File: src/sv/reverb_microprogram_dsp_assert.svh
// Assertion macros for the reverb DSP module.
// Each macro expects clk and rst_n in scope.
`ifndef REVERB_MICROPROGRAM_DSP_ASSERT_SVH
`define REVERB_MICROPROGRAM_DSP_ASSERT_SVH

// Consequent must hold in the same cycle as the antecedent.
`define RMD_ASSERT_NOW(label, ante, cons, msg) \
    label: assert property (@(posedge clk) disable iff (!rst_n) (ante) |-> (cons)) \
        else $error(msg);

// Consequent must hold in the cycle after the antecedent.
`define RMD_ASSERT_NEXT(label, ante, cons, msg) \
    label: assert property (@(posedge clk) disable iff (!rst_n) (ante) |=> (cons)) \
        else $error(msg);

`endif

File: src/sv/rmd_pkg.sv
package rmd_pkg;

    // default store sizes (powers of two)
    localparam int RAM_DEPTH_DEF = 16384;
    localparam int ROM_DEPTH_DEF = 32768;

    // program sequencing
    localparam int STEPS_PER_SAMPLE = 64;
    localparam int STEP_W = 6;
    localparam logic [STEP_W-1:0] STEP_LAST        = 6'd63;
    localparam logic [STEP_W-1:0] RIGHT_LATCH_STEP = 6'd47;
    localparam logic [STEP_W-1:0] LEFT_LATCH_STEP  = 6'd56;
    localparam logic [STEP_W-1:0] LEFT_INPUT_STEP  = 6'd32;

    // widths
    localparam int SAMPLE_W   = 16;
    localparam int PAGE_W     = 7;
    localparam int S_TDATA_W  = 56;
    localparam int M_TDATA_W  = 32;
    localparam int CFG_IDX_W  = 2;
    localparam int CFG_DATA_W = 7;

    // input beat codes (tuser)
    localparam logic CMD_LOAD   = 1'b0;
    localparam logic CMD_SAMPLE = 1'b1;

    // configuration register indexes
    localparam logic [CFG_IDX_W-1:0] CFG_PROGRAM_INDEX    = 2'd0;
    localparam logic [CFG_IDX_W-1:0] CFG_SAW_SELECT       = 2'd1;
    localparam logic [CFG_IDX_W-1:0] CFG_EXTENDED_PROGRAM = 2'd2;

    // control byte bit positions
    localparam int CTL_SRC_INPUT = 0;  // write input sample instead of accumulator
    localparam int CTL_READ      = 1;  // 0: RAM write, 1: RAM read
    localparam int CTL_NO_LOAD   = 2;  // 0: load shifter
    localparam int CTL_INVERT    = 3;
    localparam int CTL_KEEP      = 4;  // 0: clear accumulator first

    typedef enum logic [2:0] {
        ST_CLEAR,
        ST_IDLE,
        ST_FETCH,
        ST_ADDR,
        ST_PH1,
        ST_PH2,
        ST_DONE
    } state_t;

    // controls for one accumulate phase
    typedef struct packed {
        logic keep;
        logic add;
        logic invert;
    } alu_ctl_t;

endpackage

File: src/sv/rmd_alu.sv
// Saturating accumulate unit, shared by both phases of every step.
module rmd_alu (
    input  logic signed [15:0] acc,
    input  logic signed [15:0] shift,
    input  logic               carry,
    input  rmd_pkg::alu_ctl_t  ctl,
    output logic signed [15:0] result
);

    logic signed [15:0] base;
    logic signed [17:0] sum;
    logic signed [15:0] sat;
    logic signed [15:0] added;

    // optional clear, then add with carry in 18 bits
    always_comb
    begin
        base = ctl.keep ? acc : 16'sd0;
        sum  = {{2{base[15]}}, base} + {{2{shift[15]}}, shift} + {17'd0, carry};
    end

    // clamp to 16-bit range
    always_comb
    begin
        if (!sum[17] && (sum[16:15] != 2'b00))
        begin
            sat = 16'sh7fff;
        end
        else if (sum[17] && (sum[16:15] != 2'b11))
        begin
            sat = 16'sh8000;
        end
        else
        begin
            sat = sum[15:0];
        end
    end

    // inversion applies whether or not an add took place
    always_comb
    begin
        added  = ctl.add ? sat : base;
        result = ctl.invert ? ~added : added;
    end

endmodule

File: config.mk
export PLATFORM = sky130hd
export DESIGN_NAME = rmd_alu
export DESIGN_NICKNAME = d
export VERILOG_FILES = /design/src/sv/reverb_microprogram_dsp_assert.svh /design/src/sv/rmd_pkg.sv /design/src/sv/rmd_alu.sv
export SDC_FILE = /design/constraint.sdc
export NUM_CORES = 1
export LEC_CHECK = 0
export ABC_AREA = 1
export BUFFER_PORTS_ARGS = -buffer_cell sky130_fd_sc_hd__buf_2
export CORE_MARGIN = 2
export CORE_UTILIZATION = 53
export DETAILED_ROUTE_END_ITERATION = 10
export GPL_ROUTABILITY_DRIVEN = 0
export PLACE_DENSITY = 0.79
export SLEW_MARGIN = 20
export SYNTH_ARGS = -nofsm -noshare
export SYNTH_HDL_FRONTEND = slang
export SYNTH_SLANG_ARGS = --single-unit
File: constraint.sdc
create_clock -name vclk -period 7.8
set_clock_uncertainty 0.15 [all_clocks]
set_input_delay 0.39 -clock vclk [all_inputs]
set_output_delay 0.39 -clock vclk [all_outputs]
set_load 0.01 [all_outputs]
== Word-level counts from Yosys, hierarchy flattened ==
Cells that the tools add are included.
Word-level totals
  input port bits: 36
  bits in registers: 0
  output and inout bits: 16
Cells by class
  eq/ne operators: 1
  bitwise logic cells: 1
  add/sub/neg operators: 2
  mux-type cells: 5
  reduce and logical (&&, ||, !) cells: 4
Operator list (number)
  $mux W16: 5
  $add A17 B2 Y18: 1
  $add A16 B16 Y17: 1
  $not A16 Y16: 1
  $logic_and A1 B1 Y1: 2
  $ne A2 B2 Y1 const B: 1
  $reduce_bool A2 Y1: 1
  $logic_not A1 Y1: 1

== Logic depth before layout (Yosys ltp) ==
Gate-level depths: netlist of the first run.
  word-level depth: 10
  mapped depth: 24
  gate-level depth less buffers: 21

== Worst setup path before layout of the first run ==
Ideal clock, no wire load.
  path type: input port to output port
  start point: input ctl[2] (netlist bit)
  end point: output result[10]
  stages on the path: 23
  data arrival time: 2.799 ns
  data required time: 7.260 ns
  buffers on the path: 3
  path slack: 4.461 ns
  cells stage by stage: clkbuf_1 > clkbuf_1 > nand2_1 > inv_1 > fa_1 > inv_1 > fa_1 > inv_1 > nand2_1 > nand2_1 > nand3_1 > nand2_2 > nand2_2 > nand2_1 > nand2_1 > nand2_2 > nand2_2 > nand2_4 > buf_8 > nand2_2 > nand2_1 > nand2_1 > nand2_1
On the way
  cells in the longest elaborated chain, start to end: 10
RTL lines
  start, declared: line rmd_alu.sv:6  | input rmd_pkg::alu_ctl_t ctl,
  $mux W16 *: line rmd_alu.sv:18  | base = ctl.keep ? acc : 16'sd0;
  $add A16 B16 Y17: line rmd_alu.sv:19  | sum = {{2{base[15]}}, base} + {{2{shift[15]}}, shift} + {17'd0, carry};
  $add A17 B2 Y18: line rmd_alu.sv:19
  $ne A2 B2 Y1: line rmd_alu.sv:29  | else if (sum[17] && (sum[16:15] != 2'b11))
  $logic_and A1 B1 Y1: line rmd_alu.sv:29
  $mux W16: line rmd_alu.sv:29
  $mux W16: line rmd_alu.sv:25  | if (!sum[17] && (sum[16:15] != 2'b00))
  $mux W16 *: line rmd_alu.sv:42  | added = ctl.add ? sat : base;
  $not A16 Y16: line rmd_alu.sv:43  | result = ctl.invert ? ~added : added;
  $mux W16 *: line rmd_alu.sv:43
  end, declared: line rmd_alu.sv:7  | output logic signed [15:0] result
Every way passes the cells marked *; elsewhere a longest branch is shown, timed or not.

== Worst setup path in the final report of the first run ==
  start point: input ctl[2] (netlist bit)
  end point: output result[5]
Same word-level chain as after synthesis.

==> insert_results.sql, run 1 <==
INSERT INTO impl_metrics (metric_group, metric, value, unit) VALUES
('run_status', 'status', 'finished, final reports clean', ''),
('global_routing', 'pin_count_of_the_biggest_net_entering_global_routing', '18', ''),
('finish', 'mostFrequentLayoutCell', 'sky130_fd_sc_hd__nand2_1', ''),
('place', 'hpwlAfterDp', '3443', 'µm'),
('drt', 'initialDrtViolationCount', '71', ''),
('worst_hold_path', 'worst_hold_path.endpoint', 'result[12]', ''),
('drt', 'post_drt_wl_per_cell', '9.723', 'µm'),
('power_and_ir_drop', 'power.clock.fraction', '0', '%'),
('finish', 'flow.area_growth_from_synthesis', '15.92', '%'),
('worst_hold_path', 'hold_class', 'in2out', ''),
('sta', 'achievable-frequency', '0.2849', 'GHz'),
('sta', 'hold_violations_final', '0', ''),
('synth', 'count_of_yosys_warnings_during_synthesis', '0', ''),
('drt', 'vias', '2050', ''),
('sta', 'period_minus_slack', '3.510', 'ns'),
('sta', 'setup-tns-final', '0', 'ns'),
('die', 'area_inside_the_core_boundary', '3028', 'µm²'),
('power_and_ir_drop', 'swShare', '61.94', '%'),
('finish', 'post-route-cell-area', '1932', 'µm²'),
('synth', 'syn_inst', '342', ''),
('finish', 'finalNetCount', '441', ''),
('global_routing', 'grt_pass1_wl', '7320', 'µm'),
('worst_setup_path', 'required', '7.26', 'ns'),
('synth', 'synthDominantAreaCellType', 'sky130_fd_sc_hd__nand2_1', ''),
('finish', 'mostFrequentLayoutCells', '169 x sky130_fd_sc_hd__nand2_1, 52 x sky130_fd_sc_hd__buf_2, 48 x sky130_fd_sc_hd__inv_1', ''),
('place', 'cells_after_dpl', '430', ''),
('synth', 'syn_nets', '395', ''),
('power_and_ir_drop', 'p_int', '0.06247', 'mW'),
('place', 'dpl_cell_area', '1932', 'µm²'),
('sta', 'grt_setup_unrepaired', 'no', ''),
('worst_setup_path', 'critical-path-max-stage-delay', '0.39', 'ns'),
('global_routing', 'number_of_antenna_violations_at_the_first_check_in_global_routing', '0', ''),
('finish', 'layoutNonFillerInstCount', '430', ''),
('synth', 'synthDominantCellAreaShare', '38.06', '%'),
('global_routing', 'grt_pass1_vias', '1838', ''),
('clock_network', 'cts_post_setup_buffers_inserted', '0', ''),
('finish', 'drive_above_1_share', '18.91', '%'),
('drt', 'finalWirelength', '4181', 'µm'),
('drt', 'drcViolationCount', '0', ''),
('finish', 'layout.area.seq', '0', 'µm²'),
('die', 'die_width', '60.08', 'µm'),
('power_and_ir_drop', 'total_leakage_power', '1.351', 'nW'),
('sta', 'tightest_slew', '0.4975', 'ns'),
('drt', 'drtPass1Iterations', '4', ''),
('worst_setup_path', 'worstPathArrival', '2.97', 'ns'),
('finish', 'clock_buffer_count', '0', ''),
('synth', 'synthesis.area', '1667', 'µm²'),
('worst_setup_path', 'critical_path.n_buffers_inverters', '5', ''),
('synth', 'ys_types', '23', ''),
('sta', 'slew_violations', '0', ''),
('power_and_ir_drop', 'power_frac_seq', '0', '%'),
('worst_setup_path', 'path_common_cell', 'sky130_fd_sc_hd__nand2_1', ''),
('worst_setup_path', 'end_kind', 'output pin', ''),
('power_and_ir_drop', 'switching_power', '0.1017', 'mW'),
('synth', 'syn_avg_cell_area', '4.873', 'µm²'),
('worst_setup_path', 'critical_path.slowest_cell', 'sky130_fd_sc_hd__fa_1', ''),
('sta', 'hold_ws', '1.075', 'ns'),
('drt', 'routed_via_density', '4.767', ''),
('finish', 'final_core_density', '63.80', '%'),
('worst_setup_path', 'worstPathMaxFanout', '16', ''),
('worst_setup_path', 'start_kind', 'input port', ''),
('run', 'max-cap-violations', '0', ''),
('die', 'floorplan.die.height', '60.08', 'µm'),
('synth', 'largest_cells_by_area_after_synthesis', 'sky130_fd_sc_hd__nand2_1 38%, sky130_fd_sc_hd__ha_1 11%, sky130_fd_sc_hd__inv_1 11%, sky130_fd_sc_hd__nand3_1 8.4%, sky130_fd_sc_hd__nand2_2 6.0%', ''),
('worst_hold_path', 'min-delay-start', 'acc[12]', ''),
('sta', 'min_period_over_period', '44.99', '%'),
('worst_setup_path', 'timing.critical_path.max_delay_family', 'simple AND/OR/NAND/NOR gates', ''),
('die', 'initial_core_utilization', '55.04', '%'),
('die', 'rows', '20', ''),
('power_and_ir_drop', 'worst_ir_drop_vdd', '46.92', 'µV'),
('die', 'dieArea', '3609', 'µm²');
==> kinds of logic (layout without fill, tap and decap cells) <==
group | after synthesis | count (layout) | synth area share [%]
AND/OR/NAND/NOR | 236 | 236 | 59.61
AO/OA/AOI/OAI | 19 | 19 | 6.156
buffers and inverters | 58 | 102 | 14.26
XOR/XNOR | 12 | 12 | 6.307
adder cells (fa/ha/maj) | 17 | 17 | 13.66
==> synth_stat cells <==
master	instances
sky130_fd_sc_hd__or2_1	2
sky130_fd_sc_hd__a21oi_1	13
sky130_fd_sc_hd__xnor2_1	3
sky130_fd_sc_hd__nor4_1	1
sky130_fd_sc_hd__nand3_1	28
sky130_fd_sc_hd__clkbuf_1	5
sky130_fd_sc_hd__buf_2	1
sky130_fd_sc_hd__inv_1	48
sky130_fd_sc_hd__nor3_2	2
sky130_fd_sc_hd__ha_1	15
sky130_fd_sc_hd__fa_1	2
sky130_fd_sc_hd__nor3_1	2
sky130_fd_sc_hd__inv_2	2
sky130_fd_sc_hd__and2_1	1
sky130_fd_sc_hd__buf_6	1
sky130_fd_sc_hd__o21ai_0	3
sky130_fd_sc_hd__buf_8	1
sky130_fd_sc_hd__xor2_1	9
sky130_fd_sc_hd__nand2_2	16
sky130_fd_sc_hd__nand2_4	1
sky130_fd_sc_hd__nor2_1	14
sky130_fd_sc_hd__o21bai_1	3
sky130_fd_sc_hd__nand2_1	169
==> per-layer routing <==
layer / global-route usage (%) / routed length, µm / vias to the layer above / share of wire, %
met5: 0 / 0 / - / 0
met4: 4.444 / 65 / 0 / 1.6
met1: 32.43 / 1910 / 855 / 46
met2: 47.20 / 2017 / 60 / 48
li1: - / - / 1129 / -
met3: 0 / 188 / 6 / 4.5
==> worst min-delay path: stages <==
cell and delay [ns]:
sky130_fd_sc_hd__buf_2 0.08, sky130_fd_sc_hd__nand2_1 0.06, sky130_fd_sc_hd__nand2_1 0.07, sky130_fd_sc_hd__nand3_1 0.07, sky130_fd_sc_hd__nand2_1 0.06, sky130_fd_sc_hd__buf_2 0.11
==> how the worst max path moves through the flow <==
stage                 from          to  slack, ns  depth (start not counted)
finish              ctl[2]   result[5]       4.29                         23
global route        ctl[2]   result[4]       3.92                         23
CTS                 ctl[2]  result[14]       4.26                         22
detailed placement  ctl[2]   result[5]       4.26                         23
global placement    ctl[2]   result[5]       4.36                         23
floorplan           ctl[2]  result[10]       4.46                         23
==> stage by stage <==
step / total power, mW / setup WS [ns]
after floorplan: 0.1268 / 4.461
after global placement: 0.1623 / 4.364
after detailed placement: 0.1642 / 4.264
after CTS: 0.1648 / 4.261
after global routing: 0.1890 / 3.924
final: 0.1642 / 4.290
==> power by group through the flow <==
stage | clock (mW) | combinational (mW) | sequential, mW
2_1_floorplan | 0 | 0.127 | 0
3_3_place_gp | 0 | 0.162 | 0
3_5_place_dp | 0 | 0.164 | 0
4_1_cts | 0 | 0.165 | 0
5_1_grt | 0 | 0.189 | 0
6_report | 0 | 0.164 | 0
==> cell type report <==
type	count	area, µm²
well taps	44	55.05
inverters	50	187.7
fillers	342	1096
multi-input cells	284	1429
repair buffers	52	260.3
Power figures use the tool's default switching activity.
==> run 2: changes to the inputs <==
--- a/config.mk
+++ b/config.mk
@@ -8,10 +8,10 @@
 export ABC_AREA = 1
 export BUFFER_PORTS_ARGS = -buffer_cell sky130_fd_sc_hd__buf_2
 export CORE_MARGIN = 2
-export CORE_UTILIZATION = 53
+export CORE_UTILIZATION = 50
 export DETAILED_ROUTE_END_ITERATION = 10
 export GPL_ROUTABILITY_DRIVEN = 0
-export PLACE_DENSITY = 0.79
+export PLACE_DENSITY = 0.78
 export SLEW_MARGIN = 20
 export SYNTH_ARGS = -nofsm -noshare
 export SYNTH_HDL_FRONTEND = slang
==> constraint.sdc (replaced) <==
create_clock -name vclk -period 3.1
set_clock_uncertainty 0.15 [all_clocks]
set_input_delay 0.155 -clock vclk [all_inputs]
set_output_delay 0.155 -clock vclk [all_outputs]
set_load 0.01 [all_outputs]
==> insert_results.sql, run 2 (synthesized netlist as in run 1, its figures left out) <==
INSERT INTO impl_metrics (metric_group, metric, value, unit) VALUES
('finish', 'mostFrequentLayoutCells', '168 x sky130_fd_sc_hd__nand2_1, 51 x sky130_fd_sc_hd__buf_2, 48 x sky130_fd_sc_hd__inv_1', ''),
('worst_setup_path', 'critical-path-max-stage-delay', '0.39', 'ns'),
('drt', 'vias', '2171', ''),
('sta', 'finalSetupViolCount', '0', ''),
('place', 'dpl_worst_slack', '0.1807', 'ns'),
('worst_setup_path', 'worstPathArrival', '2.56', 'ns'),
('drt', 'post_drt_wl_per_cell', '11.03', 'µm'),
('worst_setup_path', 'worstPathMaxFanout', '9', ''),
('die', 'rows', '20', ''),
('power_and_ir_drop', 'cellPowerDensity', '223.6', 'nW/µm²'),
('die', 'floorplan.die.height', '61.74', 'µm'),
('worst_setup_path', 'path_common_cell', 'sky130_fd_sc_hd__nand2_1', ''),
('die', 'top_level_ports', '52', ''),
('worst_hold_path', 'hold_class', 'in2out', ''),
('worst_setup_path', 'critical_path.slowest_cell', 'sky130_fd_sc_hd__fa_1', ''),
('die', 'area_inside_the_core_boundary', '3103', 'µm²'),
('place', 'io_buffers', '52', ''),
('worst_setup_path', 'timing.critical_path.depth', '22', ''),
('power_and_ir_drop', 'total_power', '0.4504', 'mW'),
('global_routing', 'grt_usage', '24.48', '%'),
('worst_setup_path', 'critical_path_class', 'in2out', ''),
('drt', 'initialDrtViolationCount', '102', ''),
('global_routing', 'grt_pass1_vias', '1812', ''),
('sta', 'setup-tns-final', '0', 'ns'),
('sta', 'period_minus_slack', '2.868', 'ns'),
('run', 'max-cap-violations', '0', ''),
('sta', 'min_period_over_period', '92.51', '%'),
('sta', 'achievable-frequency', '0.3487', 'GHz'),
('finish', 'n_sequential_cell', '0', ''),
('place', 'hpwlAfterDp', '3619', 'µm'),
('worst_setup_path', 'critical_path.n_buffers_inverters', '5', ''),
('drt', 'drcViolationCount', '0', ''),
('clock_network', 'cts_post_setup_buffers_inserted', '0', ''),
('worst_setup_path', 'timing.critical_path.max_delay_family', 'simple AND/OR/NAND/NOR gates', ''),
('drt', 'detail-route-antenna-nets', '0', ''),
('run_status', 'status', 'finished, final reports clean', ''),
('finish', 'layout.area.seq', '0', 'µm²'),
('clock_network', 'holdBufCountCts', '0', ''),
('worst_setup_path', 'start_kind', 'input port', ''),
('clock_network', 'post_cts_resize_count', '0', ''),
('finish', 'drive_above_1_share', '20.31', '%'),
('finish', 'finalNetCount', '444', ''),
('finish', 'multi_input_gate_area_in_the_final_layout', '1501', 'µm²'),
('worst_setup_path', 'timing.critical_path.cells', 'clkbuf_4, nand2_1, inv_1, fa_2, inv_1, fa_1, inv_1, nand2_1, nand2_1, nand3_1, nand2_2, nand2_2, nand2_1, nand2_1, nand2_1, nand2_2, nand2_4, nand2_1, nand2_1, nand3_1, nand2_1, buf_2', ''),
('sta', 'slew_headroom', '64.89', '%'),
('die', 'initial_core_utilization', '53.71', '%'),
('worst_setup_path', 'end_kind', 'output pin', ''),
('sta', 'slew_violations', '0', ''),
('finish', 'flow.area_growth_from_synthesis', '20.87', '%'),
('finish', 'mostFrequentLayoutCell', 'sky130_fd_sc_hd__nand2_1', ''),
('power_and_ir_drop', 'total_leakage_power', '1.382', 'nW'),
('sta', 'tightest_slew', '0.5261', 'ns'),
('sta', 'grt_setup_unrepaired', 'yes', ''),
('global_routing', 'pin_count_of_the_biggest_net_entering_global_routing', '18', ''),
('global_routing', 'gr_overflow_total', '0', ''),
('worst_hold_path', 'whs_path_depth', '6', ''),
('finish', 'fillCellCount', '367', ''),
('global_routing', 'number_of_antenna_violations_at_the_first_check_in_global_routing', '0', ''),
('power_and_ir_drop', 'worst_ir_drop_vdd', '104.2', 'µV'),
('drt', 'finalWirelength', '4776', 'µm'),
('finish', 'clock_buffer_count', '0', ''),
('sta', 'hold_violations_final', '0', ''),
('worst_setup_path', 'required', '2.79', 'ns'),
('die', 'die_width', '61.74', 'µm'),
('global_routing', 'grt_pass1_wl', '7341', 'µm'),
('drt', 'routed_via_density', '5.014', ''),
('sta', 'finalWorstSetupSlack', '0.2321', 'ns'),
('drt', 'drtPass1Iterations', '4', ''),
('die', 'dieArea', '3811', 'µm²'),
('sta', 'hold_ws', '0.6068', 'ns'),
('finish', 'diodes', '0', '');
==> run 2: path summary, 6_finish.rpt <==
kind                  startpoint          to  slack, ns
worst min-delay path     acc[12]  result[12]       0.61
worst max-delay path      ctl[2]   result[1]       0.23
==> run 2: per-stage QoR <==
step / instance area [µm²] / util, % / instances
2_1_floorplan: 1667 / - / 342
3_3_place_gp: 1939 / 62.50 / 431
3_5_place_dp: 1939 / 62.50 / 431
4_1_cts: 1939 / 62.50 / 431
5_1_grt: 2014 / 64.92 / 433
6_report: 2014 / 64.92 / 433
==> run 2: layer usage <==
metal	wire [µm]	vias to the layer above	track usage, %
met2	2304	87	45.11
met1	2086	939	32.42
met5	0	-	0
met3	349	4	1.035
li1	-	1141	-
met4	35	0	3.040
==> run 2: cell type report <==
type / count / share of cell area, %
repair buffers: 53 / 13.42
multi-input cells: 286 / 74.53
well taps: 44 / 2.733
inverters: 50 / 9.317
==> run 2: where the power goes <==
part,switching [mW],leakage (nW),internal (mW)
clock network,0,0,0
registers,0,0,0
logic,0.283,1.38,0.168
total,0.283,1.38,0.168
==> run 3: changes to the inputs <==
--- a/config.mk
+++ b/config.mk
@@ -8,10 +8,10 @@
 export ABC_AREA = 1
 export BUFFER_PORTS_ARGS = -buffer_cell sky130_fd_sc_hd__buf_2
 export CORE_MARGIN = 2
-export CORE_UTILIZATION = 50
+export CORE_UTILIZATION = 37
 export DETAILED_ROUTE_END_ITERATION = 10
 export GPL_ROUTABILITY_DRIVEN = 0
-export PLACE_DENSITY = 0.78
+export PLACE_DENSITY = 0.6
 export SLEW_MARGIN = 20
 export SYNTH_ARGS = -nofsm -noshare
 export SYNTH_HDL_FRONTEND = slang
==> insert_results.sql, run 3 (synthesized netlist as in run 1, its figures left out) <==
INSERT INTO impl_metrics (metric_group, metric, value, unit) VALUES
('sta', 'tightest_slew', '0.5340', 'ns'),
('worst_setup_path', 'timing.critical_path.cells', 'buf_4, nand2_1, inv_1, fa_1, inv_1, fa_2, inv_1, nand2_1, nand2_1, nand3_1, nand2_2, nand2_2, nand2_1, nand2_1, nand2_4, nand2_4, nand2_4, nand2_2, nand3_1, nand2_1, buf_2', ''),
('worst_setup_path', 'critical_path_class', 'in2out', ''),
('drt', 'initialDrtViolationCount', '91', ''),
('sta', 'slew_headroom', '64.36', '%'),
('power_and_ir_drop', 'p_int', '0.1663', 'mW'),
('finish', 'post-route-cell-area', '2008', 'µm²'),
('drt', 'vias', '2083', ''),
('global_routing', 'grt_pass1_vias', '1945', ''),
('sta', 'grt_setup_unrepaired', 'no', ''),
('finish', 'fillCellCount', '515', ''),
('sta', 'finalSetupViolCount', '0', ''),
('power_and_ir_drop', 'cellPowerDensity', '221.2', 'nW/µm²'),
('sta', 'achievable-frequency', '0.3558', 'GHz'),
('worst_setup_path', 'path_common_cell', 'sky130_fd_sc_hd__nand2_1', ''),
('sta', 'hold_violations_final', '0', ''),
('place', 'dpl_cell_area', '1949', 'µm²'),
('worst_setup_path', 'worstPathMaxFanout', '11', ''),
('worst_setup_path', 'end_kind', 'output pin', ''),
('finish', 'mostFrequentLayoutCell', 'sky130_fd_sc_hd__nand2_1', ''),
('power_and_ir_drop', 'swShare', '62.58', '%'),
('finish', 'flow.area_growth_from_synthesis', '20.50', '%'),
('worst_setup_path', 'worstPathArrival', '2.51', 'ns'),
('drt', 'drcViolationCount', '0', ''),
('global_routing', 'gr_overflow_total', '0', ''),
('power_and_ir_drop', 'power_frac_seq', '0', '%'),
('finish', 'diodes', '0', ''),
('clock_network', 'cts_post_setup_buffers_inserted', '0', ''),
('die', 'floorplan.die.height', '71.12', 'µm'),
('power_and_ir_drop', 'power.clock.fraction', '0', '%'),
('power_and_ir_drop', 'worst_ir_drop_vdd', '74.74', 'µV'),
('die', 'initial_core_utilization', '38.28', '%'),
('drt', 'detail-route-antenna-nets', '0', ''),
('global_routing', 'number_of_antenna_violations_at_the_first_check_in_global_routing', '0', ''),
('worst_hold_path', 'hold_class', 'in2out', ''),
('die', 'area_inside_the_core_boundary', '4354', 'µm²'),
('sta', 'slew_violations', '0', ''),
('finish', 'clock_buffer_count', '0', ''),
('finish', 'layout.area.seq', '0', 'µm²'),
('worst_setup_path', 'critical-path-max-stage-delay', '0.40', 'ns'),
('global_routing', 'grt_pass1_wl', '7948', 'µm'),
('place', 'io_buffers', '52', ''),
('worst_setup_path', 'critical_path.n_buffers_inverters', '5', ''),
('finish', 'drive_above_1_share', '20.31', '%'),
('worst_setup_path', 'critical_path.slowest_cell', 'sky130_fd_sc_hd__fa_1', ''),
('sta', 'min_period_over_period', '90.67', '%'),
('place', 'hpwlAfterDp', '3722', 'µm'),
('power_and_ir_drop', 'combinational_share_of_power', '100.0', '%'),
('sta', 'period_minus_slack', '2.811', 'ns'),
('global_routing', 'grt-busiest-layer', 'met2', ''),
('power_and_ir_drop', 'switching_power', '0.2780', 'mW'),
('global_routing', 'groute.layer.met3.usage', '0.1425', '%'),
('worst_setup_path', 'timing.critical_path.max_delay_family', 'simple AND/OR/NAND/NOR gates', ''),
('sta', 'setup-tns-final', '0', 'ns'),
('power_and_ir_drop', 'total_leakage_power', '1.381', 'nW'),
('global_routing', 'global_route.usage.met1', '24.19', '%'),
('global_routing', 'groute.layer.met2.usage', '34.68', '%'),
('worst_setup_path', 'required', '2.79', 'ns'),
('power_and_ir_drop', 'total_power', '0.4443', 'mW'),
('global_routing', 'grt_usage', '18.40', '%'),
('sta', 'hold_ws', '0.6078', 'ns'),
('run', 'max-cap-violations', '0', ''),
('finish', 'finalNetCount', '444', ''),
('die', 'dieArea', '5057', 'µm²'),
('sta', 'finalWorstSetupSlack', '0.2894', 'ns'),
('drt', 'post_drt_wl_per_cell', '10.81', 'µm'),
('drt', 'finalWirelength', '4766', 'µm'),
('die', 'top_level_ports', '52', ''),
('finish', 'n_sequential_cell', '0', ''),
('drt', 'routed_via_density', '4.723', ''),
('finish', 'mostFrequentLayoutCells', '168 x sky130_fd_sc_hd__nand2_1, 51 x sky130_fd_sc_hd__buf_2, 48 x sky130_fd_sc_hd__inv_1', ''),
('die', 'rows', '24', ''),
('die', 'die_width', '71.12', 'µm'),
('place', 'dpl_worst_slack', '0.1101', 'ns'),
('worst_setup_path', 'start_kind', 'input port', ''),
('drt', 'drtPass1Iterations', '4', ''),
('global_routing', 'pin_count_of_the_biggest_net_entering_global_routing', '18', ''),
('run_status', 'status', 'finished, final reports clean', '');
## run 3: power by group through the flow
stage | clock (mW) | sequential [mW] | combinational, mW
5_1_grt | 0 | 0 | 0.509
3_3_place_gp | 0 | 0 | 0.417
4_1_cts | 0 | 0 | 0.423
2_1_floorplan | 0 | 0 | 0.319
6_report | 0 | 0 | 0.444
3_5_place_dp | 0 | 0 | 0.420
## run 3: final cells by class
class	count	area, µm²	share of cell area (%)
Multi-Input combinational cell	286	1485	73.96
Tap cell	52	65.06	3.240
Timing Repair Buffer	53	270.3	13.46
Inverter	50	187.7	9.346
## run 3: layer usage
metal,part of all wire [%],vias to the layer above
met4,1.3,0
met5,0,-
met1,48,885
met2,48,51
li1,-,1141
met3,3.1,6
## run 3: worst paths after layout
check,slack [ns],from,cells past startpoint,endpoint
min,0.61,acc[6],6,result[6]
max,0.29,ctl[2],21,result[12]
## run 3: what timing repair did
action,4_1_cts,5_1_grt
setup endpoints to repair,0,15
gates resized for setup,0,10
hold buffers,0,0
## run 3: worst min-delay path, stage by stage
cell and delay, ns:
sky130_fd_sc_hd__buf_2 0.07, sky130_fd_sc_hd__nand2_1 0.06, sky130_fd_sc_hd__nand2_1 0.07, sky130_fd_sc_hd__nand3_1 0.07, sky130_fd_sc_hd__nand2_1 0.06, sky130_fd_sc_hd__buf_2 0.11
## run 3: metrics by stage
stage                     util (%)  cells
after CTS                    44.77    439
after global placement       44.77    439
after detailed placement     44.77    439
final                        46.12    441
after floorplan                  -    342
after global routing         46.12    441
